==> src/hdl/acc_pkg.sv <==
// ----------------------------------------------------------------------------
// acc_pkg
// Shared types, op codes and small arithmetic helpers for the alarm clock
// controller.
// ----------------------------------------------------------------------------
package acc_pkg;

    // op codes of an input item
    localparam logic [3:0] OP_TICK    = 4'd0;
    localparam logic [3:0] OP_SNOOZE  = 4'd1;
    localparam logic [3:0] OP_STOP    = 4'd2;
    localparam logic [3:0] OP_TOGGLE  = 4'd3;
    localparam logic [3:0] OP_EDIT    = 4'd4;
    localparam logic [3:0] OP_UP      = 4'd5;
    localparam logic [3:0] OP_DOWN    = 4'd6;
    localparam logic [3:0] OP_RIGHT   = 4'd7;
    localparam logic [3:0] OP_LEFT    = 4'd8;
    localparam logic [3:0] OP_CONFIRM = 4'd9;
    localparam logic [3:0] OP_CANCEL  = 4'd10;

    localparam logic [5:0] SNOOZE_RESET = 6'd5;

    // cursor positions
    localparam logic [1:0] CUR_HOUR_TENS   = 2'd0;
    localparam logic [1:0] CUR_HOUR_ONES   = 2'd1;
    localparam logic [1:0] CUR_MINUTE_TENS = 2'd2;
    localparam logic [1:0] CUR_MINUTE_ONES = 2'd3;

    typedef struct packed {
        logic [3:0] op;
        logic [4:0] now_hours;
        logic [5:0] now_minutes;
    } t_in_item;

    typedef struct packed {
        logic       buzzer_on;
        logic       alarm_enabled;
        logic       edit_active;
        logic [1:0] digit_hour_tens;
        logic [3:0] digit_hour_ones;
        logic [2:0] digit_minute_tens;
        logic [3:0] digit_minute_ones;
        logic [1:0] cursor_position;
        logic [4:0] set_hours;
        logic [5:0] set_minutes;
    } t_out_item;

    typedef struct packed {
        logic [1:0] hour_tens;
        logic [3:0] hour_ones;
        logic [2:0] minute_tens;
        logic [3:0] minute_ones;
    } t_digits;

    typedef struct packed {
        logic       up;
        logic       down;
        logic [1:0] cursor;
    } t_edit_cmd;

    function automatic logic [1:0] hour_tens(input logic [4:0] h);
        logic [1:0] t;
        if (h >= 5'd30)      t = 2'd3;
        else if (h >= 5'd20) t = 2'd2;
        else if (h >= 5'd10) t = 2'd1;
        else                 t = 2'd0;
        return t;
    endfunction

    function automatic logic [2:0] minute_tens(input logic [5:0] m);
        logic [2:0] t;
        if (m >= 6'd60)      t = 3'd6;
        else if (m >= 6'd50) t = 3'd5;
        else if (m >= 6'd40) t = 3'd4;
        else if (m >= 6'd30) t = 3'd3;
        else if (m >= 6'd20) t = 3'd2;
        else if (m >= 6'd10) t = 3'd1;
        else                 t = 3'd0;
        return t;
    endfunction

    // ten times a digit, as shift and add
    function automatic logic [6:0] times_ten(input logic [2:0] d);
        return {1'b0, d, 3'b000} + {3'b000, d, 1'b0};
    endfunction

endpackage

==> src/hdl/acc_digit_edit.sv <==
// ----------------------------------------------------------------------------
// acc_digit_edit
// Up and down stepping of the selected HH:MM digit with constrained wrap.
// ----------------------------------------------------------------------------
module acc_digit_edit (
    input  acc_pkg::t_digits   i_digits,
    input  acc_pkg::t_edit_cmd i_cmd,
    output acc_pkg::t_digits   o_digits
);

    logic [2:0] w_ht_inc;
    logic [4:0] w_ho_inc;
    logic [3:0] w_mt_inc;
    logic [4:0] w_mo_inc;

    assign w_ht_inc = {1'b0, i_digits.hour_tens} + 3'd1;
    assign w_ho_inc = {1'b0, i_digits.hour_ones} + 5'd1;
    assign w_mt_inc = {1'b0, i_digits.minute_tens} + 4'd1;
    assign w_mo_inc = {1'b0, i_digits.minute_ones} + 5'd1;

    always_comb begin
        o_digits = i_digits;
        if (i_cmd.up) begin
            unique case (i_cmd.cursor)
                acc_pkg::CUR_HOUR_TENS: begin
                    if (w_ht_inc >= 3'd3) begin
                        o_digits.hour_tens = 2'd0;
                    end else begin
                        o_digits.hour_tens = w_ht_inc[1:0];
                        // hours above 23 not allowed
                        if (w_ht_inc == 3'd2 && i_digits.hour_ones >= 4'd4) begin
                            o_digits.hour_ones = 4'd3;
                        end
                    end
                end
                acc_pkg::CUR_HOUR_ONES: begin
                    if (i_digits.hour_tens < 2'd2) begin
                        o_digits.hour_ones = (w_ho_inc >= 5'd10) ? 4'd0 : w_ho_inc[3:0];
                    end else begin
                        o_digits.hour_ones = (w_ho_inc >= 5'd4) ? 4'd0 : w_ho_inc[3:0];
                    end
                end
                acc_pkg::CUR_MINUTE_TENS: begin
                    o_digits.minute_tens = (w_mt_inc >= 4'd6) ? 3'd0 : w_mt_inc[2:0];
                end
                acc_pkg::CUR_MINUTE_ONES: begin
                    o_digits.minute_ones = (w_mo_inc >= 5'd10) ? 4'd0 : w_mo_inc[3:0];
                end
                default: begin
                    o_digits = i_digits;
                end
            endcase
        end else if (i_cmd.down) begin
            unique case (i_cmd.cursor)
                acc_pkg::CUR_HOUR_TENS: begin
                    if (i_digits.hour_tens == 2'd0) begin
                        o_digits.hour_tens = 2'd2;
                        if (i_digits.hour_ones >= 4'd4) begin
                            o_digits.hour_ones = 4'd3;
                        end
                    end else begin
                        o_digits.hour_tens = i_digits.hour_tens - 2'd1;
                    end
                end
                acc_pkg::CUR_HOUR_ONES: begin
                    if (i_digits.hour_ones == 4'd0) begin
                        o_digits.hour_ones = (i_digits.hour_tens < 2'd2) ? 4'd9 : 4'd3;
                    end else begin
                        o_digits.hour_ones = i_digits.hour_ones - 4'd1;
                    end
                end
                acc_pkg::CUR_MINUTE_TENS: begin
                    o_digits.minute_tens = (i_digits.minute_tens == 3'd0) ?
                                           3'd5 : i_digits.minute_tens - 3'd1;
                end
                acc_pkg::CUR_MINUTE_ONES: begin
                    o_digits.minute_ones = (i_digits.minute_ones == 4'd0) ?
                                           4'd9 : i_digits.minute_ones - 4'd1;
                end
                default: begin
                    o_digits = i_digits;
                end
            endcase
        end
    end

endmodule

==> src/hdl/acc_state.sv <==
// ----------------------------------------------------------------------------
// acc_state
// Alarm state registers and their update for one item; presents the state
// as it stands after the item.
// ----------------------------------------------------------------------------
module acc_state (
    input  logic              i_clk,
    input  logic              i_rst_n,
    input  logic              i_cfg_wr_en,
    input  logic [5:0]        i_cfg_wr_data,
    input  logic              i_step,
    input  acc_pkg::t_in_item i_item,
    output acc_pkg::t_out_item o_next
);

    logic [5:0]       r_snooze;
    logic [4:0]       r_hour;
    logic [5:0]       r_minute;
    logic             r_enabled;
    logic             r_ringing;
    logic             r_editing;
    acc_pkg::t_digits r_digits;
    logic [1:0]       r_cursor;

    logic [4:0]       n_hour;
    logic [5:0]       n_minute;
    logic             n_enabled;
    logic             n_ringing;
    logic             n_editing;
    acc_pkg::t_digits n_digits;
    logic [1:0]       n_cursor;

    acc_pkg::t_edit_cmd w_cmd;
    acc_pkg::t_digits   w_edited;
    acc_pkg::t_digits   w_split;

    logic [6:0] w_sum;
    logic [1:0] w_carry;
    logic [6:0] w_min_wrap;
    logic [5:0] w_hour_sum;
    logic [5:0] w_hour_wrap;
    logic [6:0] w_conf_hour;
    logic [6:0] w_conf_min;

    assign w_cmd.up     = r_editing && (i_item.op == acc_pkg::OP_UP);
    assign w_cmd.down   = r_editing && (i_item.op == acc_pkg::OP_DOWN);
    assign w_cmd.cursor = r_cursor;

    acc_digit_edit u_digit_edit (
        .i_digits (r_digits),
        .i_cmd    (w_cmd),
        .o_digits (w_edited)
    );

    // snooze: minutes wrap by 60 with carry into the hours
    assign w_sum = {1'b0, r_minute} + {1'b0, r_snooze};

    always_comb begin
        priority if (w_sum >= 7'd120) begin
            w_carry    = 2'd2;
            w_min_wrap = w_sum - 7'd120;
        end else if (w_sum >= 7'd60) begin
            w_carry    = 2'd1;
            w_min_wrap = w_sum - 7'd60;
        end else begin
            w_carry    = 2'd0;
            w_min_wrap = w_sum;
        end
    end

    assign w_hour_sum  = {1'b0, r_hour} + {4'd0, w_carry};
    assign w_hour_wrap = (w_hour_sum >= 6'd24) ? w_hour_sum - 6'd24 : w_hour_sum;

    // alarm time split into digits on entry to edit mode
    always_comb begin
        logic [6:0] ten_h;
        logic [6:0] ten_m;
        w_split.hour_tens   = acc_pkg::hour_tens(r_hour);
        w_split.minute_tens = acc_pkg::minute_tens(r_minute);
        ten_h = acc_pkg::times_ten({1'b0, w_split.hour_tens});
        ten_m = acc_pkg::times_ten(w_split.minute_tens);
        w_split.hour_ones   = 4'({2'b00, r_hour} - ten_h);
        w_split.minute_ones = 4'({1'b0, r_minute} - ten_m);
    end

    assign w_conf_hour = acc_pkg::times_ten({1'b0, r_digits.hour_tens})
                         + {3'd0, r_digits.hour_ones};
    assign w_conf_min  = acc_pkg::times_ten(r_digits.minute_tens)
                         + {3'd0, r_digits.minute_ones};

    always_comb begin
        n_hour    = r_hour;
        n_minute  = r_minute;
        n_enabled = r_enabled;
        n_ringing = r_ringing;
        n_editing = r_editing;
        n_digits  = r_digits;
        n_cursor  = r_cursor;
        unique case (i_item.op)
            acc_pkg::OP_TICK: begin
                if (r_enabled && i_item.now_hours == r_hour
                        && i_item.now_minutes == r_minute) begin
                    n_ringing = 1'b1;
                end
            end
            acc_pkg::OP_SNOOZE: begin
                if (r_ringing) begin
                    n_ringing = 1'b0;
                    n_minute  = w_min_wrap[5:0];
                    n_hour    = w_hour_wrap[4:0];
                end
            end
            acc_pkg::OP_STOP: begin
                if (r_ringing) begin
                    n_ringing = 1'b0;
                    n_enabled = 1'b0;
                end
            end
            acc_pkg::OP_TOGGLE: begin
                n_enabled = ~r_enabled;
                if (r_enabled) begin
                    n_ringing = 1'b0;
                end
            end
            acc_pkg::OP_EDIT: begin
                if (!r_editing) begin
                    n_editing = 1'b1;
                    n_digits  = w_split;
                    n_cursor  = acc_pkg::CUR_HOUR_TENS;
                end
            end
            acc_pkg::OP_UP, acc_pkg::OP_DOWN: begin
                n_digits = w_edited;
            end
            acc_pkg::OP_RIGHT: begin
                if (r_editing) begin
                    n_cursor = r_cursor + 2'd1;
                end
            end
            acc_pkg::OP_LEFT: begin
                if (r_editing) begin
                    n_cursor = r_cursor - 2'd1;
                end
            end
            acc_pkg::OP_CONFIRM: begin
                if (r_editing) begin
                    n_hour    = w_conf_hour[4:0];
                    n_minute  = w_conf_min[5:0];
                    n_enabled = 1'b1;
                    n_editing = 1'b0;
                end
            end
            acc_pkg::OP_CANCEL: begin
                n_editing = 1'b0;
            end
            default: begin
                n_editing = r_editing;
            end
        endcase
    end

    always_ff @(posedge i_clk) begin
        if (!i_rst_n) begin
            r_snooze  <= acc_pkg::SNOOZE_RESET;
            r_hour    <= '0;
            r_minute  <= '0;
            r_enabled <= 1'b0;
            r_ringing <= 1'b0;
            r_editing <= 1'b0;
            r_digits  <= '0;
            r_cursor  <= '0;
        end else begin
            if (i_cfg_wr_en) begin
                r_snooze <= i_cfg_wr_data;
            end
            if (i_step) begin
                r_hour    <= n_hour;
                r_minute  <= n_minute;
                r_enabled <= n_enabled;
                r_ringing <= n_ringing;
                r_editing <= n_editing;
                r_digits  <= n_digits;
                r_cursor  <= n_cursor;
            end
        end
    end

    assign o_next.buzzer_on         = n_ringing;
    assign o_next.alarm_enabled     = n_enabled;
    assign o_next.edit_active       = n_editing;
    assign o_next.digit_hour_tens   = n_digits.hour_tens;
    assign o_next.digit_hour_ones   = n_digits.hour_ones;
    assign o_next.digit_minute_tens = n_digits.minute_tens;
    assign o_next.digit_minute_ones = n_digits.minute_ones;
    assign o_next.cursor_position   = n_cursor;
    assign o_next.set_hours         = n_hour;
    assign o_next.set_minutes       = n_minute;

endmodule

==> src/hdl/alarm_clock_controller.sv <==
// ----------------------------------------------------------------------------
// alarm_clock_controller
// Alarm clock controller: minute ticks and button events in, one status
// result per item out.
// ----------------------------------------------------------------------------
//  channel   signals                               direction
//  input     i_in_valid / o_in_ready / i_in_item   item in
//  output    o_out_valid / i_out_ready / o_out_item result out
//  config    i_cfg_wr_en / i_cfg_wr_data           snooze minutes
//
//  one item per cycle sustained while the output is ready; a result is presented
//  after its transfer in passes the input register, then the state update into the result register
//  synchronous active-low reset; snooze minutes reset to 5, state and valid flags to zero
//  a stalled output holds its result while the input register keeps taking
//  one further item; ready falls only when both registers are full
// ----------------------------------------------------------------------------
module alarm_clock_controller (
    input  logic               i_clk,
    input  logic               i_rst_n,
    input  logic               i_in_valid,
    output logic               o_in_ready,
    input  acc_pkg::t_in_item  i_in_item,
    output logic               o_out_valid,
    input  logic               i_out_ready,
    output acc_pkg::t_out_item o_out_item,
    input  logic               i_cfg_wr_en,
    input  logic [5:0]         i_cfg_wr_data
);

    logic               r_in_valid;
    acc_pkg::t_in_item  r_in_item;
    logic               r_out_valid;
    acc_pkg::t_out_item r_out_item;

    logic               w_step;
    acc_pkg::t_out_item w_next;

    // item moves on when the result register is free or being emptied
    assign w_step     = r_in_valid && (!r_out_valid || i_out_ready);
    assign o_in_ready = !r_in_valid || w_step;

    acc_state u_state (
        .i_clk         (i_clk),
        .i_rst_n       (i_rst_n),
        .i_cfg_wr_en   (i_cfg_wr_en),
        .i_cfg_wr_data (i_cfg_wr_data),
        .i_step        (w_step),
        .i_item        (r_in_item),
        .o_next        (w_next)
    );

    always_ff @(posedge i_clk) begin
        if (!i_rst_n) begin
            r_in_valid  <= 1'b0;
            r_out_valid <= 1'b0;
        end else begin
            if (o_in_ready) begin
                r_in_valid <= i_in_valid;
            end
            if (w_step) begin
                r_out_valid <= 1'b1;
            end else if (i_out_ready) begin
                r_out_valid <= 1'b0;
            end
        end
    end

    always_ff @(posedge i_clk) begin
        if (o_in_ready && i_in_valid) begin
            r_in_item <= i_in_item;
        end
        if (w_step) begin
            r_out_item <= w_next;
        end
    end

    assign o_out_valid = r_out_valid;
    assign o_out_item  = r_out_item;

endmodule
==> config.mk <==
export PLATFORM = sky130hd
export DESIGN_NAME = alarm_clock_controller
export DESIGN_NICKNAME = d
export VERILOG_FILES = /design/src/hdl/acc_pkg.sv /design/src/hdl/acc_digit_edit.sv /design/src/hdl/acc_state.sv /design/src/hdl/alarm_clock_controller.sv
export SDC_FILE = /design/constraint.sdc
export NUM_CORES = 1
export LEC_CHECK = 0
export BUFFER_PORTS_ARGS = -buffer_cell sky130_fd_sc_hd__buf_4
export CORE_MARGIN = 2
export CORE_UTILIZATION = 65
export CTS_BUF_LIST = sky130_fd_sc_hd__clkbuf_16
export CTS_CLUSTER_SIZE = 25
export DETAILED_ROUTE_END_ITERATION = 8
export HOLD_SLACK_MARGIN = 0.08
export PLACE_DENSITY = 0.83
export SLEW_MARGIN = 15
export SYNTH_ARGS = -nofsm -noshare
export SYNTH_HDL_FRONTEND = slang
export SYNTH_SLANG_ARGS = --single-unit
==> constraint.sdc <==
create_clock -name i_clk -period 7.9 [get_ports i_clk]
set_input_delay 1.58 -clock i_clk [delete_from_list [all_inputs] [get_ports i_clk]]
set_output_delay 1.58 -clock i_clk [all_outputs]
set_load 0.05 [all_outputs]
==> flow_results.xml, run 1 <==
<?xml version="1.0" encoding="UTF-8"?>
<metrics>
  <group name="status">
    <metric name="result_of_the_run" unit="">completed</metric>
  </group>
  <group name="pwr">
    <metric name="clkPwrFrac" unit="%">35.7</metric>
    <metric name="cell_internal_pwr" unit="mW">0.779</metric>
    <metric name="power.ir.vdd_worst" unit="V">0.000149</metric>
    <metric name="seqPwrFrac" unit="%">44.5</metric>
    <metric name="portion_of_total_power_attributed_to_combinational_logic" unit="%">19.8</metric>
    <metric name="power" unit="mW">1.14</metric>
    <metric name="switchingPower" unit="mW">0.359</metric>
    <metric name="power.density" unit="mW/mm²">174</metric>
    <metric name="leakage_power_of_the_design" unit="nW">2.74</metric>
    <metric name="net_switching_fraction_of_the_power" unit="%">31.5</metric>
  </group>
  <group name="global_routing">
    <metric name="first_global_vias" unit="">4881</metric>
    <metric name="antenna_found_initial" unit="">0</metric>
    <metric name="grt_first_pass_wirelength" unit="µm">24100</metric>
    <metric name="grt_start_max_net_pins" unit="">38</metric>
    <metric name="grt_use_total" unit="%">30.4</metric>
    <metric name="grt_remaining_overflow" unit="">0</metric>
  </group>
  <group name="synth">
    <metric name="synthesis.nets" unit="">728</metric>
    <metric name="yosys.cell_types.count" unit="">77</metric>
    <metric name="synth-edff-count" unit="">44</metric>
    <metric name="synth-warning-count" unit="">0</metric>
    <metric name="yosys.cell_count.top_type" unit="">sky130_fd_sc_hd__nand2_1</metric>
    <metric name="post_synth_instance_area" unit="mm²">0.00586</metric>
    <metric name="synth.top_cells.by_area" unit="">sky130_fd_sc_hd__edfxtp_1, sky130_fd_sc_hd__dfxtp_1, sky130_fd_sc_hd__ha_1</metric>
    <metric name="netlist.top_cell.by_area" unit="">sky130_fd_sc_hd__edfxtp_1</metric>
    <metric name="yosys-top-cells-count" unit="">sky130_fd_sc_hd__nand2_1, sky130_fd_sc_hd__ha_1, sky130_fd_sc_hd__nor2_1, sky130_fd_sc_hd__o21ai_0, sky130_fd_sc_hd__edfxtp_1</metric>
    <metric name="synth-seq-area-share" unit="%">35.2</metric>
    <metric name="syn_inst" unit="">648</metric>
    <metric name="synthFlopType" unit="">sky130_fd_sc_hd__edfxtp_1</metric>
    <metric name="synth_area_per_cell" unit="µm²">9.04</metric>
    <metric name="yosysTopAreaCellShare" unit="%">22.5</metric>
    <metric name="ys_async_sr_fraction" unit="%">0</metric>
    <metric name="synth.ff_latch_count" unit="">81</metric>
  </group>
  <group name="timing">
    <metric name="timing.final.max_slew_violations" unit="">0</metric>
    <metric name="worst_clock_skew_on_the_final_layout" unit="ps">8.36</metric>
    <metric name="report.final.hold_viol_count" unit="">0</metric>
    <metric name="worst_slack" unit="ps">3570</metric>
    <metric name="setup-violations-final" unit="">0</metric>
    <metric name="finalSetupTns" unit="ps">0</metric>
    <metric name="period_minus_slack" unit="ps">4330</metric>
    <metric name="rsz0062_at_grt" unit="">false</metric>
    <metric name="holdWs" unit="ps">480</metric>
    <metric name="timing_worst_slew_pin_value" unit="ps">860</metric>
    <metric name="timing.fmax" unit="GHz">0.231</metric>
    <metric name="period_utilization_post_route" unit="%">54.8</metric>
    <metric name="relSlewSlack" unit="%">42.6</metric>
  </group>
  <group name="placement">
    <metric name="gpl.final_weighted_congestion" unit="">0.949</metric>
    <metric name="placed_cells_incl_taps" unit="">770</metric>
    <metric name="pre_cts_ws" unit="ps">3670</metric>
    <metric name="port-buffer-count" unit="">56</metric>
    <metric name="place_area" unit="mm²">0.00625</metric>
    <metric name="post-dp-hpwl" unit="µm">10400</metric>
  </group>
  <group name="clock_tree">
    <metric name="insertion_delay" unit="ps">340</metric>
    <metric name="cts-buffers-inserted" unit="">9</metric>
    <metric name="postCtsResizedCells" unit="">0</metric>
    <metric name="clockRootBuffer" unit="">sky130_fd_sc_hd__clkbuf_16</metric>
    <metric name="tritoncts" unit="">yes</metric>
    <metric name="clock_path_buffers" unit="">2</metric>
    <metric name="clkSlewWorstSetupHoldPaths" unit="ps">60</metric>
    <metric name="sink_count_of_the_clock_tree" unit="">81</metric>
    <metric name="ctsHtreeMaxLevel" unit="">3</metric>
    <metric name="cts_post_setup_buffers_inserted" unit="">0</metric>
    <metric name="holdBufCountCts" unit="">0</metric>
  </group>
  <group name="floorplanning">
    <metric name="io_pins" unit="">57</metric>
    <metric name="die_height" unit="µm">99.0</metric>
    <metric name="initial_core_util" unit="%">67.2</metric>
    <metric name="floorplan.die_area" unit="mm²">0.00979</metric>
    <metric name="die_width" unit="µm">99.0</metric>
    <metric name="row_count" unit="">34</metric>
    <metric name="core_area" unit="mm²">0.00872</metric>
  </group>
  <group name="route">
    <metric name="route.detailed.drc" unit="">0</metric>
    <metric name="drt_iter0_markers" unit="">396</metric>
    <metric name="totalWireLength" unit="µm">14600</metric>
    <metric name="routed-via-count" unit="">5104</metric>
    <metric name="avgRoutedWirePerCell" unit="µm">18.6</metric>
    <metric name="vias_per_cell" unit="">6.49</metric>
    <metric name="first_pass_iters" unit="">7</metric>
    <metric name="drt.antenna.violating_nets" unit="">0</metric>
  </group>
  <group name="setup_path">
    <metric name="critical_path_capture_point_type" unit="">flip-flop</metric>
    <metric name="reg2reg_from" unit="">u_state.r_minute[1]$_SDFFE_PN0P_</metric>
    <metric name="crit_fanout" unit="">11</metric>
    <metric name="classification_of_the_worst_setup_path" unit="">flip-flop to flip-flop</metric>
    <metric name="timing.critical_path.required" unit="ps">8160</metric>
    <metric name="cp.arrival" unit="ps">4590</metric>
    <metric name="worst-r2r-setup-slack" unit="ps">3570</metric>
    <metric name="reg2reg_depth" unit="">18</metric>
    <metric name="startpoint_type" unit="">flip-flop</metric>
    <metric name="r2r_end" unit="">u_state.r_hour[4]$_SDFFE_PN0P_</metric>
  </group>
  <group name="job">
    <metric name="max_cap_violations" unit="">0</metric>
  </group>
  <group name="worst_hold_path">
    <metric name="path_category_of_the_worst_min_delay_check" unit="">flip-flop to flip-flop</metric>
    <metric name="hold_start" unit="">u_state.r_snooze[0]$_SDFFE_PN1P_</metric>
    <metric name="min_path_cells" unit="">2</metric>
    <metric name="timing.hold.worst_endpoint" unit="">u_state.r_snooze[0]$_SDFFE_PN1P_</metric>
  </group>
  <group name="layout">
    <metric name="final_cell_count_no_fill" unit="">786</metric>
    <metric name="finalCoreUtilization" unit="%">74.9</metric>
    <metric name="layout-area-overhead-vs-synth" unit="%">11.5</metric>
    <metric name="num-nets-final" unit="">753</metric>
    <metric name="drive_above_1_share" unit="%">14.2</metric>
    <metric name="finalInstanceArea" unit="mm²">0.00653</metric>
    <metric name="antenna_cells" unit="">0</metric>
  </group>
</metrics>
-- layout make-up --
type / count / area, µm²
clock buffers: 9 / 225
clock inverters: 7 / 60.1
fillers: 624 / 2190
inverters: 34 / 128
multi-input cells: 489 / 3490
flip-flops and latches: 81 / 2060
well taps: 108 / 135
repair buffers: 58 / 435
-- flip-flops by register name, summed over array words and instances (netlist names), 2 cells and up --
| register | cells |
|---|---|
| u_state.r_minute | 6 |
| o_out_item | 29 |
| r_in_item | 15 |
| u_state.r_cursor | 2 |
| u_state.r_hour | 5 |
| u_state.r_digits | 13 |
| u_state.r_snooze | 6 |
-- power groups by stage --
stage / clock network, mW / logic, mW / registers (mW)
finish: 0.406 / 0.225 / 0.506
global route: 0.426 / 0.245 / 0.510
CTS: 0.412 / 0.223 / 0.505
detailed placement: 0 / 0.220 / 0.514
global placement: 0 / 0.211 / 0.513
floorplan: 0 / 0.150 / 0.522
-- worst max-delay path by stage --
stage | start | to | slack (ps) | cells after the start
after floorplan | u_state.r_minute[1]$_SDFFE_PN0P_ | u_state.r_hour[3]$_SDFFE_PN0P_ | 4030 | 19
after global placement | u_state.r_minute[1]$_SDFFE_PN0P_ | u_state.r_hour[4]$_SDFFE_PN0P_ | 3900 | 18
after detailed placement | u_state.r_minute[1]$_SDFFE_PN0P_ | u_state.r_hour[4]$_SDFFE_PN0P_ | 3670 | 18
after CTS | u_state.r_minute[1]$_SDFFE_PN0P_ | u_state.r_hour[3]$_SDFFE_PN0P_ | 3670 | 18
after global routing | u_state.r_minute[1]$_SDFFE_PN0P_ | u_state.r_hour[4]$_SDFFE_PN0P_ | 3230 | 18
final | u_state.r_minute[1]$_SDFFE_PN0P_ | u_state.r_hour[4]$_SDFFE_PN0P_ | 3570 | 18
-- cell families after synthesis --
family                     after synthesis  synth area share, %
AOI/OAI and AO/OA                      191                 23.0
xor gates and xnor gates                34                 5.34
adders and majority gates               55                 12.3
buffers and inverters                   78                 5.29
DFF                                     81                 35.2
muxes                                   16                 2.75
and+or+nand+nor                        193                 16.1
-- placed cells by master (no fill, tap or decap), drive strengths merged, types with 5 or more instances in the layout --
cell,netlist,layout
a21o,8,8
a21oi,30,30
a22oi,11,11
a31oi,10,10
and3,7,7
buf,11,58
clkbuf,33,9
dfxtp,37,37
edfxtp,44,44
fa,5,5
ha,49,49
inv,34,39
mux2i,15,15
nand2,58,58
nand2b,7,7
nand3,23,23
nor2,47,47
nor2b,11,11
nor3,7,7
nor3b,9,9
o211a,8,8
o211ai,5,5
o21ai,53,53
o21ba,6,6
o221ai,6,6
o22ai,5,5
o311ai,6,6
xnor2,16,16
xor2,18,18
-- routing by layer --
| layer | track usage [%] | share of wire, % | vias up |
|---|---|---|---|
| met5 | 0 | 0 | - |
| met4 | 10.7 | 1.8 | 0 |
| met3 | 5.18 | 8.0 | 23 |
| met2 | 49.7 | 48 | 244 |
| met1 | 41.0 | 42 | 2423 |
| li1 | - | - | 2414 |
-- worst max-delay path, stage by stage (launching register included) --
cell	delay, ps
sky130_fd_sc_hd__dfxtp_1	580
sky130_fd_sc_hd__inv_1	150
sky130_fd_sc_hd__fa_1	480
sky130_fd_sc_hd__and2b_1	240
sky130_fd_sc_hd__o22ai_2	90
sky130_fd_sc_hd__xnor2_2	300
sky130_fd_sc_hd__ha_1	310
sky130_fd_sc_hd__a32oi_1	130
sky130_fd_sc_hd__nand2b_4	210
sky130_fd_sc_hd__a21oi_4	180
sky130_fd_sc_hd__ha_1	190
sky130_fd_sc_hd__inv_1	50
sky130_fd_sc_hd__fa_1	410
sky130_fd_sc_hd__nor2b_1	180
sky130_fd_sc_hd__mux2_2	170
sky130_fd_sc_hd__a32oi_1	80
sky130_fd_sc_hd__o21ai_0	250
sky130_fd_sc_hd__nor2_1	70
sky130_fd_sc_hd__nor3b_1	170
No activity file was read; power rests on OpenSTA's default activity.
==> run 2, diff against run 1 <==
--- a/config.mk
+++ b/config.mk
@@ -5,14 +5,15 @@
 export SDC_FILE = /design/constraint.sdc
 export NUM_CORES = 1
 export LEC_CHECK = 0
+export ABC_AREA = 1
 export BUFFER_PORTS_ARGS = -buffer_cell sky130_fd_sc_hd__buf_4
 export CORE_MARGIN = 2
-export CORE_UTILIZATION = 65
+export CORE_UTILIZATION = 61
 export CTS_BUF_LIST = sky130_fd_sc_hd__clkbuf_16
 export CTS_CLUSTER_SIZE = 25
 export DETAILED_ROUTE_END_ITERATION = 8
 export HOLD_SLACK_MARGIN = 0.08
-export PLACE_DENSITY = 0.83
+export PLACE_DENSITY = 0.79
 export SLEW_MARGIN = 15
 export SYNTH_ARGS = -nofsm -noshare
 export SYNTH_HDL_FRONTEND = slang
==> constraint.sdc (replaced) <==
create_clock -name i_clk -period 4.1 [get_ports i_clk]
set_input_delay 0.82 -clock i_clk [delete_from_list [all_inputs] [get_ports i_clk]]
set_output_delay 0.82 -clock i_clk [all_outputs]
set_load 0.05 [all_outputs]
==> run 2 against run 1 <==
Net effect:
- register-to-register slack got worse by 3300 ps
- clock-buffer cell count did not move
- worst hold slack got worse by 12 ps
- setup slack got worse by 3300 ps
- power rose by 100%
- cell count rose by 24%
- global-route usage fell by 1.5 points
- critical path depth rose by 5
- combinational power rose to 2.6 times the previous value
- cell area rose by 5.7%
- highest routed layer unchanged
==> flow_results.xml, run 2 <==
<?xml version="1.0" encoding="UTF-8"?>
<metrics>
  <group name="route">
    <metric name="vias_per_cell" unit="">5.83</metric>
    <metric name="drt.antenna.violating_nets" unit="">0</metric>
    <metric name="route.detailed.drc" unit="">0</metric>
    <metric name="routed-via-count" unit="">5687</metric>
    <metric name="totalWireLength" unit="µm">15600</metric>
    <metric name="drt_iter0_markers" unit="">463</metric>
    <metric name="avgRoutedWirePerCell" unit="µm">16.0</metric>
    <metric name="first_pass_iters" unit="">5</metric>
  </group>
  <group name="synth">
    <metric name="synthFlopType" unit="">sky130_fd_sc_hd__edfxtp_1</metric>
    <metric name="synth-seq-area-share" unit="%">33.8</metric>
    <metric name="synth-edff-count" unit="">44</metric>
    <metric name="synth.top_cells.by_area" unit="">sky130_fd_sc_hd__edfxtp_1, sky130_fd_sc_hd__dfxtp_1, sky130_fd_sc_hd__ha_1</metric>
    <metric name="yosys.cell_types.count" unit="">57</metric>
    <metric name="synth.ff_latch_count" unit="">81</metric>
    <metric name="netlist.top_cell.by_area" unit="">sky130_fd_sc_hd__edfxtp_1</metric>
    <metric name="synth_area_per_cell" unit="µm²">7.72</metric>
    <metric name="yosysTopAreaCellShare" unit="%">21.7</metric>
    <metric name="synthesis.nets" unit="">869</metric>
    <metric name="syn_inst" unit="">789</metric>
    <metric name="synth-warning-count" unit="">0</metric>
    <metric name="yosys.cell_count.top_type" unit="">sky130_fd_sc_hd__nand2_1</metric>
    <metric name="ys_async_sr_fraction" unit="%">0</metric>
    <metric name="yosys-top-cells-count" unit="">sky130_fd_sc_hd__nand2_1, sky130_fd_sc_hd__inv_1, sky130_fd_sc_hd__a21oi_1, sky130_fd_sc_hd__nand3_1, sky130_fd_sc_hd__ha_1</metric>
    <metric name="post_synth_instance_area" unit="mm²">0.00609</metric>
  </group>
  <group name="timing">
    <metric name="worst_slack" unit="ps">243</metric>
    <metric name="timing_worst_slew_pin_value" unit="ps">1080</metric>
    <metric name="relSlewSlack" unit="%">27.6</metric>
    <metric name="worst_clock_skew_on_the_final_layout" unit="ps">7.20</metric>
    <metric name="period_minus_slack" unit="ps">3860</metric>
    <metric name="timing.final.max_slew_violations" unit="">0</metric>
    <metric name="report.final.hold_viol_count" unit="">0</metric>
    <metric name="timing.fmax" unit="GHz">0.259</metric>
    <metric name="holdWs" unit="ps">468</metric>
    <metric name="period_utilization_post_route" unit="%">94.1</metric>
    <metric name="setup-violations-final" unit="">0</metric>
  </group>
  <group name="clock_tree">
    <metric name="sink_count_of_the_clock_tree" unit="">81</metric>
    <metric name="holdBufCountCts" unit="">0</metric>
    <metric name="clkSlewWorstSetupHoldPaths" unit="ps">60</metric>
    <metric name="cts-buffers-inserted" unit="">9</metric>
    <metric name="clockRootBuffer" unit="">sky130_fd_sc_hd__clkbuf_16</metric>
    <metric name="tritoncts" unit="">yes</metric>
    <metric name="clock_path_buffers" unit="">2</metric>
    <metric name="ctsHtreeMaxLevel" unit="">3</metric>
    <metric name="insertion_delay" unit="ps">340</metric>
  </group>
  <group name="setup_path">
    <metric name="startpoint_type" unit="">flip-flop</metric>
    <metric name="timing.critical_path.required" unit="ps">4330</metric>
    <metric name="classification_of_the_worst_setup_path" unit="">flip-flop to flip-flop</metric>
    <metric name="crit_slowest_cell" unit="">sky130_fd_sc_hd__fa_2</metric>
    <metric name="timing.critical_path.mode_cell" unit="">sky130_fd_sc_hd__inv_1</metric>
    <metric name="cp_num_buf_inv" unit="">5</metric>
    <metric name="cells_along_the_critical_path" unit="">buf_4 &gt; ha_1 &gt; nand2_1 &gt; o21bai_1 &gt; xor2_2 &gt; inv_1 &gt; ha_1 &gt; and3_1 &gt; nand3_2 &gt; nand2_2 &gt; nand2_4 &gt; nand2_1 &gt; inv_1 &gt; ha_1 &gt; inv_1 &gt; fa_2 &gt; nor2_2 &gt; xor2_1 &gt; o221ai_1 &gt; o21ai_1 &gt; o21ai_1 &gt; o21ai_1 &gt; inv_1</metric>
    <metric name="cp.arrival" unit="ps">4090</metric>
    <metric name="critical_path_capture_point_type" unit="">flip-flop</metric>
    <metric name="worst_path_largest_cell_delay" unit="ps">390</metric>
    <metric name="crit_fanout" unit="">12</metric>
    <metric name="top_delay_family_on_crit_path" unit="">adder cells</metric>
  </group>
  <group name="global_routing">
    <metric name="grt_use_total" unit="%">28.9</metric>
    <metric name="grt_remaining_overflow" unit="">0</metric>
    <metric name="antenna_found_initial" unit="">0</metric>
    <metric name="grt_start_max_net_pins" unit="">52</metric>
    <metric name="first_global_vias" unit="">5347</metric>
    <metric name="grt_first_pass_wirelength" unit="µm">25400</metric>
  </group>
  <group name="pwr">
    <metric name="power.ir.vdd_worst" unit="V">0.000333</metric>
    <metric name="leakage_power_of_the_design" unit="nW">3.32</metric>
    <metric name="power.density" unit="mW/mm²">332</metric>
  </group>
  <group name="floorplanning">
    <metric name="floorplan.die_area" unit="mm²">0.0108</metric>
    <metric name="initial_core_util" unit="%">62.6</metric>
    <metric name="row_count" unit="">36</metric>
    <metric name="die_height" unit="µm">104</metric>
    <metric name="io_pins" unit="">57</metric>
    <metric name="die_width" unit="µm">104</metric>
    <metric name="core_area" unit="mm²">0.00973</metric>
  </group>
  <group name="layout">
    <metric name="drive_above_1_share" unit="%">17.3</metric>
    <metric name="layout-area-overhead-vs-synth" unit="%">13.3</metric>
    <metric name="layout_common_cells" unit="">sky130_fd_sc_hd__nand2_1, sky130_fd_sc_hd__inv_1, sky130_fd_sc_hd__a21oi_1</metric>
    <metric name="largest_register_ffs" unit="">29</metric>
    <metric name="num-nets-final" unit="">918</metric>
    <metric name="finalCoreUtilization" unit="%">71.0</metric>
    <metric name="final_common_cell" unit="">sky130_fd_sc_hd__nand2_1</metric>
    <metric name="antenna_cells" unit="">0</metric>
  </group>
  <group name="status">
    <metric name="result_of_the_run" unit="">completed</metric>
  </group>
  <group name="placement">
    <metric name="post-dp-hpwl" unit="µm">11300</metric>
    <metric name="gpl.final_weighted_congestion" unit="">0.928</metric>
    <metric name="port-buffer-count" unit="">56</metric>
    <metric name="pre_cts_ws" unit="ps">-12.7</metric>
  </group>
  <group name="worst_hold_path">
    <metric name="path_category_of_the_worst_min_delay_check" unit="">flip-flop to flip-flop</metric>
  </group>
  <group name="job">
    <metric name="max_cap_violations" unit="">0</metric>
  </group>
</metrics>
==> run 2: what timing repair did <==
item | CTS | global route
hold endpoints to repair | 0 | 0
setup endpoints to repair | 2 | 5
resized for setup | 3 | 14
pin swaps | 0 | 6
buffers inserted | 0 | 1
==> run 2: metrics by stage <==
stage               area [µm²]  std cells  power, mW  setup TNS (ps)
CTS                       6860        975       2.29               0
global route              6910        976       2.40           -16.6
global placement          6600        959       1.53               0
finish                    6910        976       2.29               0
detailed placement        6600        959       1.55           -12.7
floorplan                 6090        789       1.40               0
==> run 2: final cells by class <==
cell class / count / area, µm²
inverters: 127 / 482
clock buffers: 9 / 225
clock inverters: 7 / 40.0
well taps: 133 / 166
fillers: 808 / 2820
repair buffers: 62 / 465
flip-flops and latches: 81 / 2060
multi-input cells: 557 / 3460
==> run 2: worst paths after layout <==
kind                                                       start  cells past startpoint  slack, ps                                to
worst max-delay path            u_state.r_minute[1]$_SDFFE_PN0P_                     23        240    u_state.r_hour[3]$_SDFFE_PN0P_
worst min-delay path            u_state.r_snooze[2]$_SDFFE_PN1P_                      2        470  u_state.r_snooze[2]$_SDFFE_PN1P_
worst max register to register  u_state.r_minute[1]$_SDFFE_PN0P_                     23        240    u_state.r_hour[3]$_SDFFE_PN0P_
worst min register to register  u_state.r_snooze[2]$_SDFFE_PN1P_                      2        470  u_state.r_snooze[2]$_SDFFE_PN1P_
==> run 2: kinds of logic (layout without fill, tap and decap cells) <==
group                    Yosys count  count (layout)  synth area share [%]
XOR/XNOR                          17              17                  2.44
AO/OA/AOI/OAI                    187             187                  18.6
flip-flops                        81              81                  33.8
adder cells (fa/ha/maj)           54              54                  11.7
AND/OR/NAND/NOR                  299             299                  23.5
buffers and inverters            151             205                  9.90
==> run 2: power breakdown <==
part | switching, mW | internal, mW
clock | 0.326 | 0.405
sequential | 0.0584 | 0.915
combinational | 0.385 | 0.203
==> run 2: worst min-delay path, stage by stage (launching register included) <==
cell and delay, ps:
sky130_fd_sc_hd__dfxtp_1 330, sky130_fd_sc_hd__nand2_1 60, sky130_fd_sc_hd__nand3_1 60
==> run 2: per-layer routing <==
metal	track usage, %	wire (µm)
met1	36.9	6350
met2	49.0	7460
met3	4.07	1140
met4	12.7	618
met5	0	0
